<file path="src/rtl/core/fsd_pkg.sv">
`timescale 1ns / 1ps
package fsd_pkg;

    // width of the exact fixed-point working registers
    localparam int DP_W          = 192;
    localparam int DEF_MAX_SCALE = 28;
    localparam int LO_POW        = 28;
    localparam int MAX_DOWN      = 40;
    localparam int LO_W          = 128;
    localparam int COEF_W        = 96;

    localparam logic [DP_W-1:0] C_TEN7   = DP_W'(64'd10000000);
    localparam logic [DP_W-1:0] C_SIX9   = DP_W'(64'd999999);
    // 7922816 * 10^22
    localparam logic [DP_W-1:0] C_HI_LIM = DP_W'(128'd79228160000000000000000000000);

    typedef enum logic [3:0] {
        S_IDLE,
        S_CLASS,
        S_CHKLO,
        S_DOWN,
        S_UP,
        S_DIV,
        S_RND,
        S_MUL,
        S_FIN
    } t_state;

    typedef enum logic [3:0] {
        OP_NONE,
        OP_LOAD,
        OP_LSTEP,
        OP_DOWN,
        OP_UP,
        OP_DIVI,
        OP_DIVS,
        OP_RND,
        OP_MULS
    } t_op;

    typedef enum logic [1:0] {
        RES_OK,
        RES_ZERO,
        RES_FAIL
    } t_res;

    typedef struct packed {
        t_op  op;
        logic out_load;
        t_res kind;
    } t_cmd;

    typedef struct packed {
        logic is_nan;
        logic is_zero;
        logic neg_exp;
        logic hi_fail;
        logic lo_fail;
        logic down_go;
        logic up_go;
        logic cnt_zero;
        logic k_zero;
    } t_stat;

    function automatic logic [DP_W-1:0] mul10(input logic [DP_W-1:0] x);
        mul10 = (x << 3) + (x << 1);
    endfunction

endpackage

</file>
<file path="src/rtl/core/fsd_ctrl.sv">
`timescale 1ns / 1ps
module fsd_ctrl import fsd_pkg::*; (
    input  logic  i_clk,
    input  logic  i_rst_n,
    input  logic  i_valid,
    input  logic  i_out_stall,
    input  t_stat i_stat,
    output logic  o_in_stall,
    output logic  o_out_valid,
    output t_cmd  o_cmd
);

    t_state r_state, n_state;
    t_res   r_kind, n_kind;
    logic   r_out_valid, n_out_valid;

    always_ff @(posedge i_clk) begin
        if (!i_rst_n) begin
            r_state     <= S_IDLE;
            r_kind      <= RES_OK;
            r_out_valid <= 1'b0;
        end else begin
            r_state     <= n_state;
            r_kind      <= n_kind;
            r_out_valid <= n_out_valid;
        end
    end

    always_comb begin
        n_state        = r_state;
        n_kind         = r_kind;
        n_out_valid    = r_out_valid && i_out_stall;
        o_cmd.op       = OP_NONE;
        o_cmd.out_load = 1'b0;
        o_cmd.kind     = r_kind;
        unique case (r_state)
            S_IDLE: begin
                if (i_valid) begin
                    o_cmd.op = OP_LOAD;
                    n_state  = S_CLASS;
                end
            end
            S_CLASS: begin
                priority if (i_stat.is_nan) begin
                    n_kind  = RES_FAIL;
                    n_state = S_FIN;
                end else if (i_stat.is_zero) begin
                    n_kind  = RES_ZERO;
                    n_state = S_FIN;
                end else if (i_stat.hi_fail) begin
                    n_kind  = RES_FAIL;
                    n_state = S_FIN;
                end else if (i_stat.neg_exp) begin
                    n_state = S_CHKLO;
                end else begin
                    n_state = S_DOWN;
                end
            end
            S_CHKLO: begin
                // m * 10^28 against 2^-e
                if (!i_stat.cnt_zero) begin
                    o_cmd.op = OP_LSTEP;
                end else if (i_stat.lo_fail) begin
                    n_kind  = RES_FAIL;
                    n_state = S_FIN;
                end else begin
                    n_state = S_DOWN;
                end
            end
            S_DOWN: begin
                if (i_stat.down_go) begin
                    o_cmd.op = OP_DOWN;
                end else begin
                    n_state = S_UP;
                end
            end
            S_UP: begin
                if (i_stat.up_go) begin
                    o_cmd.op = OP_UP;
                end else begin
                    o_cmd.op = OP_DIVI;
                    n_state  = S_DIV;
                end
            end
            S_DIV: begin
                o_cmd.op = OP_DIVS;
                if (i_stat.cnt_zero) begin
                    n_state = S_RND;
                end
            end
            S_RND: begin
                o_cmd.op = OP_RND;
                n_state  = S_MUL;
            end
            S_MUL: begin
                if (!i_stat.k_zero) begin
                    o_cmd.op = OP_MULS;
                end else begin
                    n_kind  = RES_OK;
                    n_state = S_FIN;
                end
            end
            S_FIN: begin
                if (!r_out_valid || !i_out_stall) begin
                    o_cmd.out_load = 1'b1;
                    n_out_valid    = 1'b1;
                    n_state        = S_IDLE;
                end
            end
            default: begin
                n_state = S_IDLE;
            end
        endcase
    end

    assign o_in_stall  = (r_state != S_IDLE);
    assign o_out_valid = r_out_valid;

endmodule

</file>
<file path="config.mk">
export PLATFORM = sky130hd
export DESIGN_NAME = fsd_ctrl
export DESIGN_NICKNAME = d
export VERILOG_FILES = /design/src/rtl/core/fsd_pkg.sv /design/src/rtl/core/fsd_ctrl.sv
export SDC_FILE = /design/constraint.sdc
export NUM_CORES = 1
export LEC_CHECK = 0
export ABC_AREA = 1
export BUFFER_PORTS_ARGS = -buffer_cell sky130_fd_sc_hd__buf_2
export CORE_AREA = 3 3 40 42
export DETAILED_ROUTE_END_ITERATION = 6
export DIE_AREA = 0 0 43 45
export PLACE_DENSITY = 0.75
export SLEW_MARGIN = 20
export SYNTH_ARGS = -nofsm -noshare
export SYNTH_HDL_FRONTEND = slang
export SYNTH_SLANG_ARGS = --single-unit
</file>
<file path="constraint.sdc">
create_clock -name i_clk -period 2.2 [get_ports i_clk]
set_input_delay 0.44 -clock i_clk [delete_from_list [all_inputs] [get_ports i_clk]]
set_output_delay 0.44 -clock i_clk [all_outputs]
set_load 0.1 [all_outputs]
</file>
# Word level (Yosys, flattened, before mapping)
# Cells that the tools add are included.
[classes]
eq_ne = 17
n_mux = 30
n_reduce_logical = 9
[op_table]
columns = ["operator", "n"]
rows = [
  ["two-way mux 4 bit", 12],
  ["case mux 4 bit (9 select lines)", 1],
  ["case mux 4 bit (7 select lines)", 1],
  ["== test 4 x 3 -> 1 bit (second input constant)", 4],
  ["two-way mux 2 bit", 8],
  ["inequality test 2 bit (second input constant)", 8],
  ["== test 4 x 2 -> 1 bit (second input constant)", 2],
  ["two-way mux 1 bit", 7],
  ["AND reduction 7 bit", 1],
  ["case mux 2 bit (3 select lines)", 1],
  ["AND reduction 5 bit", 1],
  ["== test 4 x 1 -> 1 bit (second input constant)", 1],
  ["== test 4 bit (second input constant)", 1],
  ["logical NOT 4 bit", 1],
  ["inequality test 4 bit (second input constant)", 1],
  ["nonzero test 4 bit", 1],
  ["nonzero test 3 bit", 1],
  ["logical NOT 1 bit", 2],
  ["logical AND 1 bit", 1],
  ["logical OR 1 bit", 1],
]
[totals]
regBits = 7
input_bits = 13
output_inout_bits = 9
elab_cells = 59

# Depth between registers and ports, before layout
# Gate-level depths: netlist of the first run.
[logic_depth]
ltp_word = 5
ltp_mapped = 10
ltp_nobuf = 10

# Worst setup path before layout of the first run
# OpenSTA, ideal clock, no wires.
[synth_path]
path_kind = "register to output"
from = "register r_state[0]"
to = "output port o_cmd[3] (netlist name)"
t_arrival_ns = 2.976
t_required_ns = 1.760
setup_slack_ns = -1.216
path_stages_with_launch = 4
cell_sequence = "dfxtp_1 -> nor2_2 -> nand2_1 -> o2111ai_1"
[synth_rtl]
columns = ["item", "line", "source"]
rows = [
  ["start: declaration", "fsd_ctrl.sv:13", "t_state r_state, n_state;"],
  ["start signal: assignment", "fsd_ctrl.sv:23", "r_state <= n_state;"],
  ["end: declaration", "fsd_ctrl.sv:10", "output t_cmd o_cmd"],
]

==> results.toml, run 1 <==
[layout]
final_cells = 141
mostFrequentLayoutCells = "nand2_1, buf_2, nor2_1"
fillers = 134
mostFrequentLayoutCell = "nand2_1"
diodes = 0
fin_nets = 140
final_area_sq_um = 772
area.growth.synth_to_final_pct = 31.6
drive_gt1_frac = 0.333

[sta]
fin_skew_ns = 0.00357
layout_min_cycle_time_ns = 2.04
fmax_ghz = 0.490
worst_slack_ns = 0.160
fin_setup_tns_ns = 0
period_share = 0.927
rsz0062_at_grt = "no"
tightest_slew_ns = 0.485
setup_viol = 0
drv_slew = 0
relSlewSlack = 0.679
finalHoldViolCount = 0

[logic_synthesis]
ys_ff_latch = 7
ys_warn_count = 0
ys_seq_area_frac = 0.239
yosysUniqueCellTypes = 18
syn_inst = 101
synth_area_sq_um = 587
synth_nets = 114
synth.avg_cell_area_sq_um = 5.81

[global_routing]
grt_pass1_vias = 598
grt_pass1_wl_um = 2440
grt_use_total = 0.164
antenna_found_initial = 0
overflow = 0
grt_max_degree = 9

[worst_setup_path]
critical_path.cell_chain = "nor2_2 -> nand2_1 -> o2111ai_4 -> clkbuf_4"
arrival_ns = 1.60
cp_max_fo = 8
startpoint_type = "flop"
cpMaxStageDelayCell = "clkbuf_4"
max_stage_delay_ns = 0.36
path_class = "reg2out"
cp-end-kind = "output pin"
cp.required_ns = 1.76

[power]
p_sw_frac = 0.530
p_int_uw = 289
leakagePower_nw = 0.461
finalPower_uw = 615
powerDensity_nw_per_um2 = 796
switching_power_uw = 326
power_frac_comb = 0.554
pwr-share-seq = 0.262
clockPowerShare = 0.184
vdd_drop_max_mv = 0.399

[clocking]
cts_tree = "done"
postCtsSetupRepairBufs = 0
cts_made_buffers = 3
cts-root-buf = "clkbuf_4"
holdBufCountCts = 0
cts.path.max_buffers = 2
path_clk_slew_ns = 0.05
h-tree-depth = 1
clk_latency_ns = 0.24
cts_sinks = 7

[floorplanning]
placementRows = 13
die_width_um = 43
start_util = 0.457
die_area_sq_um = 1940
core_sq_um = 1280
io_pins = 22
die_h_um = 45

[routing]
vias = 678
firstDrtPassIters = 4
wl_um = 1430
wl_per_cell_um = 10.1
vias_per_cell = 4.81
drt_iter0_markers = 23
ant_nets = 0
drcViolationCount = 0

[placed_design]
io_buffer_count = 21
place_area_sq_um = 743
hpwl_um = 1180
dpl_worst_slack_ns = 0.328
dp_cells = 137
place_congestion = 0.872

[flow_run]
maxCapViolCount = 0

[outcome]
status = "finished, final reports clean"

[hold_path]
min_path_type = "in2reg"
## power groups by stage
stage               registers [mW]  clock network, mW  logic, mW
floorplan                    0.231                  0      0.216
global placement             0.162                  0      0.338
detailed placement           0.163                  0      0.340
CTS                          0.161              0.120      0.340
global route                 0.164              0.123      0.367
finish                       0.161              0.113      0.341
## synthesized netlist by cell type
cell       number  area share
dfxtp_1         7        0.24
a21oi_2         1       0.015
nor2_2          2       0.021
nand3_1        12        0.10
nor3_1          1      0.0085
o21ai_0         1      0.0085
inv_2           4       0.026
nand4_1         1       0.011
inv_1          13       0.083
a21oi_1         3       0.026
nand3_2         2       0.034
nor2_1         16        0.10
nand2_2         2       0.021
nor2_4          3       0.058
nand3b_1        3       0.038
nand2_1        28        0.18
o2111ai_1       1       0.015
a21boi_0        1       0.013
## cells by family after synthesis
kind of cell | share of synthesized area
compound gates | 0.0768
buf+inv | 0.109
flops | 0.239
simple gates | 0.576
## per-layer routing
metal / GRT usage / vias to the layer above / part of all wire
met5: 0 / - / 0
met4: 0.0904 / 0 / 0.0063
met3: 0.0159 / 2 / 0.066
met2: 0.278 / 24 / 0.50
met1: 0.206 / 286 / 0.42
li1: - / 366 / -
## worst max-delay path: cells and delay by family, from the launching register on
| family | cells | cell delay (ns) |
|---|---|---|
| buffers and inverters | 1 | 0.36 |
| AO/OA/AOI/OAI | 1 | 0.20 |
| AND/OR/NAND/NOR | 2 | 0.45 |
| flip-flops | 1 | 0.35 |
## sequential cells by signal, indices dropped and copies added (netlist names)
| register | flops |
|---|---|
| r_kind | 2 |
| r_state | 4 |
| o_out_valid | 1 |
## layout make-up
cell class                 count  area [sq um]  share of cell area
multi-input combinational     77           415               0.538
sequential                     7           140               0.182
timing repair buffer          21           108               0.139
inverter                      17          63.8              0.0827
clock buffer                   4          26.3              0.0340
tap                           15          18.8              0.0243
## path summary, 6_finish.rpt
path	slack, ns	startpoint	depth (start not counted)	end
hold / removal	0.44	i_rst_n	3	r_kind[1]
setup / recovery	0.16	r_state[0]	4	o_cmd[3]
hold reg to reg	0.48	r_kind[1]	2	r_kind[1]
setup reg to reg	0.83	r_state[1]	9	r_kind[0]
## through the flow
step | hold WS, ns | util
3_3_place_gp | 0.471 | 0.578
5_1_grt | 0.454 | 0.601
2_1_floorplan | 0.488 | -
4_1_cts | 0.429 | 0.599
3_5_place_dp | 0.475 | 0.578
6_report | 0.436 | 0.601
## what timing repair did
action,in CTS,in global routing
endpoints found under the hold margin,0,0
resized for setup,0,1
endpoints found under the setup margin,0,1
Power figures use the tool's default switching activity.
==> run 2, diff against run 1 <==
Settings changed: SETUP_SLACK_MARGIN set to 0.2.
Clock period 2.2 ns to 2.55 ns, I/O delays scaled along.
==> results.toml, run 2 (synthesized netlist as in run 1, its figures left out) <==
[placed_design]
io_buffer_count = 21
dp_cells = 137
hpwl_um = 1190
place_congestion = 0.871

[global_routing]
grt_pass1_vias = 629
grt_pass1_wl_um = 2390
overflow = 0
antenna_found_initial = 0
grt_use_total = 0.165
grt_max_degree = 9

[power]
p_int_uw = 248
switching_power_uw = 284
power_frac_comb = 0.549
p_sw_frac = 0.534
powerDensity_nw_per_um2 = 692
leakagePower_nw = 0.461
pwr-share-seq = 0.261
clockPowerShare = 0.190
finalPower_uw = 532
vdd_drop_max_mv = 0.497

[sta]
period_share = 0.853
relSlewSlack = 0.677
fmax_ghz = 0.460
drv_slew = 0
setup_viol = 0
tightest_slew_ns = 0.488
layout_min_cycle_time_ns = 2.17
finalHoldViolCount = 0
fin_skew_ns = 0.000687
rsz0062_at_grt = "no"

[clocking]
cts.path.max_buffers = 2
cts-root-buf = "clkbuf_4"
holdBufCountCts = 0
h-tree-depth = 1
clk_latency_ns = 0.25
ctsResizeCount = 0
cts_tree = "done"
cts_sinks = 7
cts_made_buffers = 3
path_clk_slew_ns = 0.05
postCtsSetupRepairBufs = 0

[routing]
wl_met3_um = 80
drt-met1-wl_um = 602
wl_per_cell_um = 9.91
firstDrtPassIters = 4
ant_nets = 0
vias_per_cell = 4.87
drcViolationCount = 0
met2_length_um = 641
vias = 686
maxUsedRoutingLayer = "met4"
drt_iter0_markers = 3
wl_um = 1400

[hold_path]
min-delay-start = "r_kind[1]"
min_path_type = "reg2reg"
holdPathStages = 2

[layout]
mostFrequentLayoutCells = "nand2_1, buf_2, nor2_1"
post-route-util = 0.599
final_cells = 141
largest_register_ffs = 4
fin_nets = 140
area.growth.synth_to_final_pct = 31.1
ff_latch_area_sq_um = 140
diodes = 0
multi_input_area_sq_um = 415
drive_gt1_frac = 0.333
regMostFlops = "r_state"
fillers = 128
mostFrequentLayoutCell = "nand2_1"

[worst_setup_path]
worst-r2r-cell-count = 9
path_class = "reg2out"
cp-end-kind = "output pin"
cp_max_fo = 8
startpoint_type = "flop"
crit_start = "r_state[0]"
arrival_ns = 1.66
cp.required_ns = 2.04
r2r_start = "r_state[1]"

[floorplanning]
die_h_um = 45
io_pins = 22
core_sq_um = 1280
start_util = 0.457
die_area_sq_um = 1940
placementRows = 13
die_width_um = 43

[flow_run]
maxCapViolCount = 0

[outcome]
status = "finished, final reports clean"
run 2: cell count changes in the layout (fill, tap and decap cells not counted), sizes merged:
cell and delta:
clkbuf -1, buf +1
run 2: final timing paths:
kind	slack, ns	to
worst max-delay path	0.38	o_cmd[3]
worst min-delay path	0.49	r_kind[1]
worst max register to register	1.21	r_kind[1]
worst min register to register	0.49	r_kind[1]
run 2: through the flow:
stage | setup WS [ns] | setup TNS [ns] | hold slack (ns) | area, sq um
after global routing | 0.283 | 0 | 0.517 | 769
after global placement | 0.666 | 0 | 0.469 | 743
after CTS | 0.362 | 0 | 0.488 | 769
after floorplan | -0.0441 | -0.0441 | 0.488 | 619
final | 0.375 | 0 | 0.488 | 769
after detailed placement | 0.638 | 0 | 0.475 | 743
run 2: power groups by stage:
stage / combinational [mW] / sequential [mW] / clock (mW)
6_report: 0.292 / 0.139 / 0.101
5_1_grt: 0.313 / 0.142 / 0.110
4_1_cts: 0.294 / 0.139 / 0.104
3_5_place_dp: 0.293 / 0.141 / 0
3_3_place_gp: 0.291 / 0.140 / 0
2_1_floorplan: 0.186 / 0.199 / 0
run 2: worst max-delay path: stages, from the launching register on:
cell and delay, ns:
dfxtp_1 0.35, nor2_2 0.27, nand2_1 0.15, o2111ai_4 0.19
buf_2 0.45
run 2: final cells by class:
| type | count | share of cell area |
|---|---|---|
| multi-input combinational | 77 | 0.540 |
| sequential | 7 | 0.182 |
| timing repair buffer | 21 | 0.137 |
| inverter | 17 | 0.0829 |
| clock buffer | 4 | 0.0341 |
| tap | 15 | 0.0244 |
run 2: metal layers:
layer,track usage,up-vias
li1,-,368
met1,0.177,290
met2,0.287,20
met3,0.0159,8
met4,0.151,0
met5,0,-
==> run 3, diff against run 2 <==
Settings changed: CORE_AREA 3 3 40 42 to not set, CORE_MARGIN set to 3, CORE_UTILIZATION set to 40, DIE_AREA 0 0 43 45 to not set, PLACE_DENSITY 0.75 to 0.69, SLEW_MARGIN 20 to 15.
==> results.toml, run 3 (synthesized netlist as in run 1, its figures left out) <==
[worst_setup_path]
arrival_ns = 1.69
path_class = "reg2out"
cp-end-kind = "output pin"
cp_max_fo = 8
startpoint_type = "flop"
cp.required_ns = 2.04

[placed_design]
dp_cells = 137
place_congestion = 0.838
hpwl_um = 1230
io_buffer_count = 21
dpl_worst_slack_ns = 0.625

[floorplanning]
core_sq_um = 1330
die_width_um = 44.3
die_area_sq_um = 1960
placementRows = 13
die_h_um = 44.3
io_pins = 22
start_util = 0.440

[clocking]
postCtsSetupRepairBufs = 0
cts_sinks = 7
cts_tree = "done"
holdBufCountCts = 0
ctsResizeCount = 0
h-tree-depth = 1
cts.path.max_buffers = 2
path_clk_slew_ns = 0.06
cts_made_buffers = 3
clk_latency_ns = 0.25
cts-root-buf = "clkbuf_4"

[layout]
area.growth.synth_to_final_pct = 31.1
mostFrequentLayoutCells = "nand2_1, buf_2, nor2_1"
fin_nets = 140
final_cells = 141
drive_gt1_frac = 0.333
diodes = 0
regMostFlops = "r_state"
largest_register_ffs = 4
post-route-util = 0.577
mostFrequentLayoutCell = "nand2_1"

[power]
vdd_drop_max_mv = 0.438
powerDensity_nw_per_um2 = 695
leakagePower_nw = 0.461

[sta]
worst_slack_ns = 0.348
period_share = 0.864
setup_viol = 0
fin_setup_tns_ns = 0
relSlewSlack = 0.677
layout_min_cycle_time_ns = 2.20
rsz0062_at_grt = "no"
tightest_slew_ns = 0.488
fmax_ghz = 0.454
fin_skew_ns = 0.000942
finalHoldWorstSlack_ns = 0.478
drv_slew = 0
finalHoldViolCount = 0

[global_routing]
grt_pass1_wl_um = 2470
grt_pass1_vias = 581
overflow = 0
antenna_found_initial = 0
grt_use_total = 0.166
grt_max_degree = 9

[routing]
ant_nets = 0
drt_iter0_markers = 24
vias_per_cell = 4.95
wl_um = 1470
firstDrtPassIters = 4
drcViolationCount = 0
vias = 698
wl_per_cell_um = 10.4

[outcome]
status = "finished, final reports clean"

[flow_run]
maxCapViolCount = 0

[hold_path]
min_path_type = "reg2reg"
## run 3: cell type report
cell class	count	area, sq um
Multi-Input combinational cell	77	415
Sequential cell	7	140
Tap cell	15	18.8
Inverter	17	63.8
Clock buffer	4	26.3
Fill cell	151	564
Timing Repair Buffer	21	105
## run 3: worst paths after layout
path | from | end | slack (ns) | cells after the start
setup / recovery | r_state[0] | o_cmd[3] | 0.35 | 4
hold / removal | r_kind[1] | r_kind[1] | 0.48 | 2
setup reg to reg | r_state[1] | r_kind[1] | 1.17 | 9
hold reg to reg | r_kind[1] | r_kind[1] | 0.48 | 2
## run 3: stage by stage
step	area, sq um	total power [mW]
finish	769	0.535
global route	769	0.568
CTS	769	0.536
detailed placement	743	0.434
global placement	743	0.432
floorplan	619	0.386
## run 3: layer usage
metal	wire length, um	vias up	global-route usage
met5	0	-	0
met4	0	0	0.0181
met3	98	0	0.0528
met2	710	25	0.259
met1	661	309	0.230
li1	-	364	-
## run 3: critical path, cell delays in order (launching register included)
cell and delay, ns:
dfxtp_1 0.35, nor2_2 0.29, nand2_1 0.16, o2111ai_4 0.19
buf_2 0.45
## run 3: power breakdown
| group | internal, mW | switching, mW |
|---|---|---|
| clock network | 0.0599 | 0.0431 |
| logic | 0.0635 | 0.230 |
| registers | 0.124 | 0.0142 |
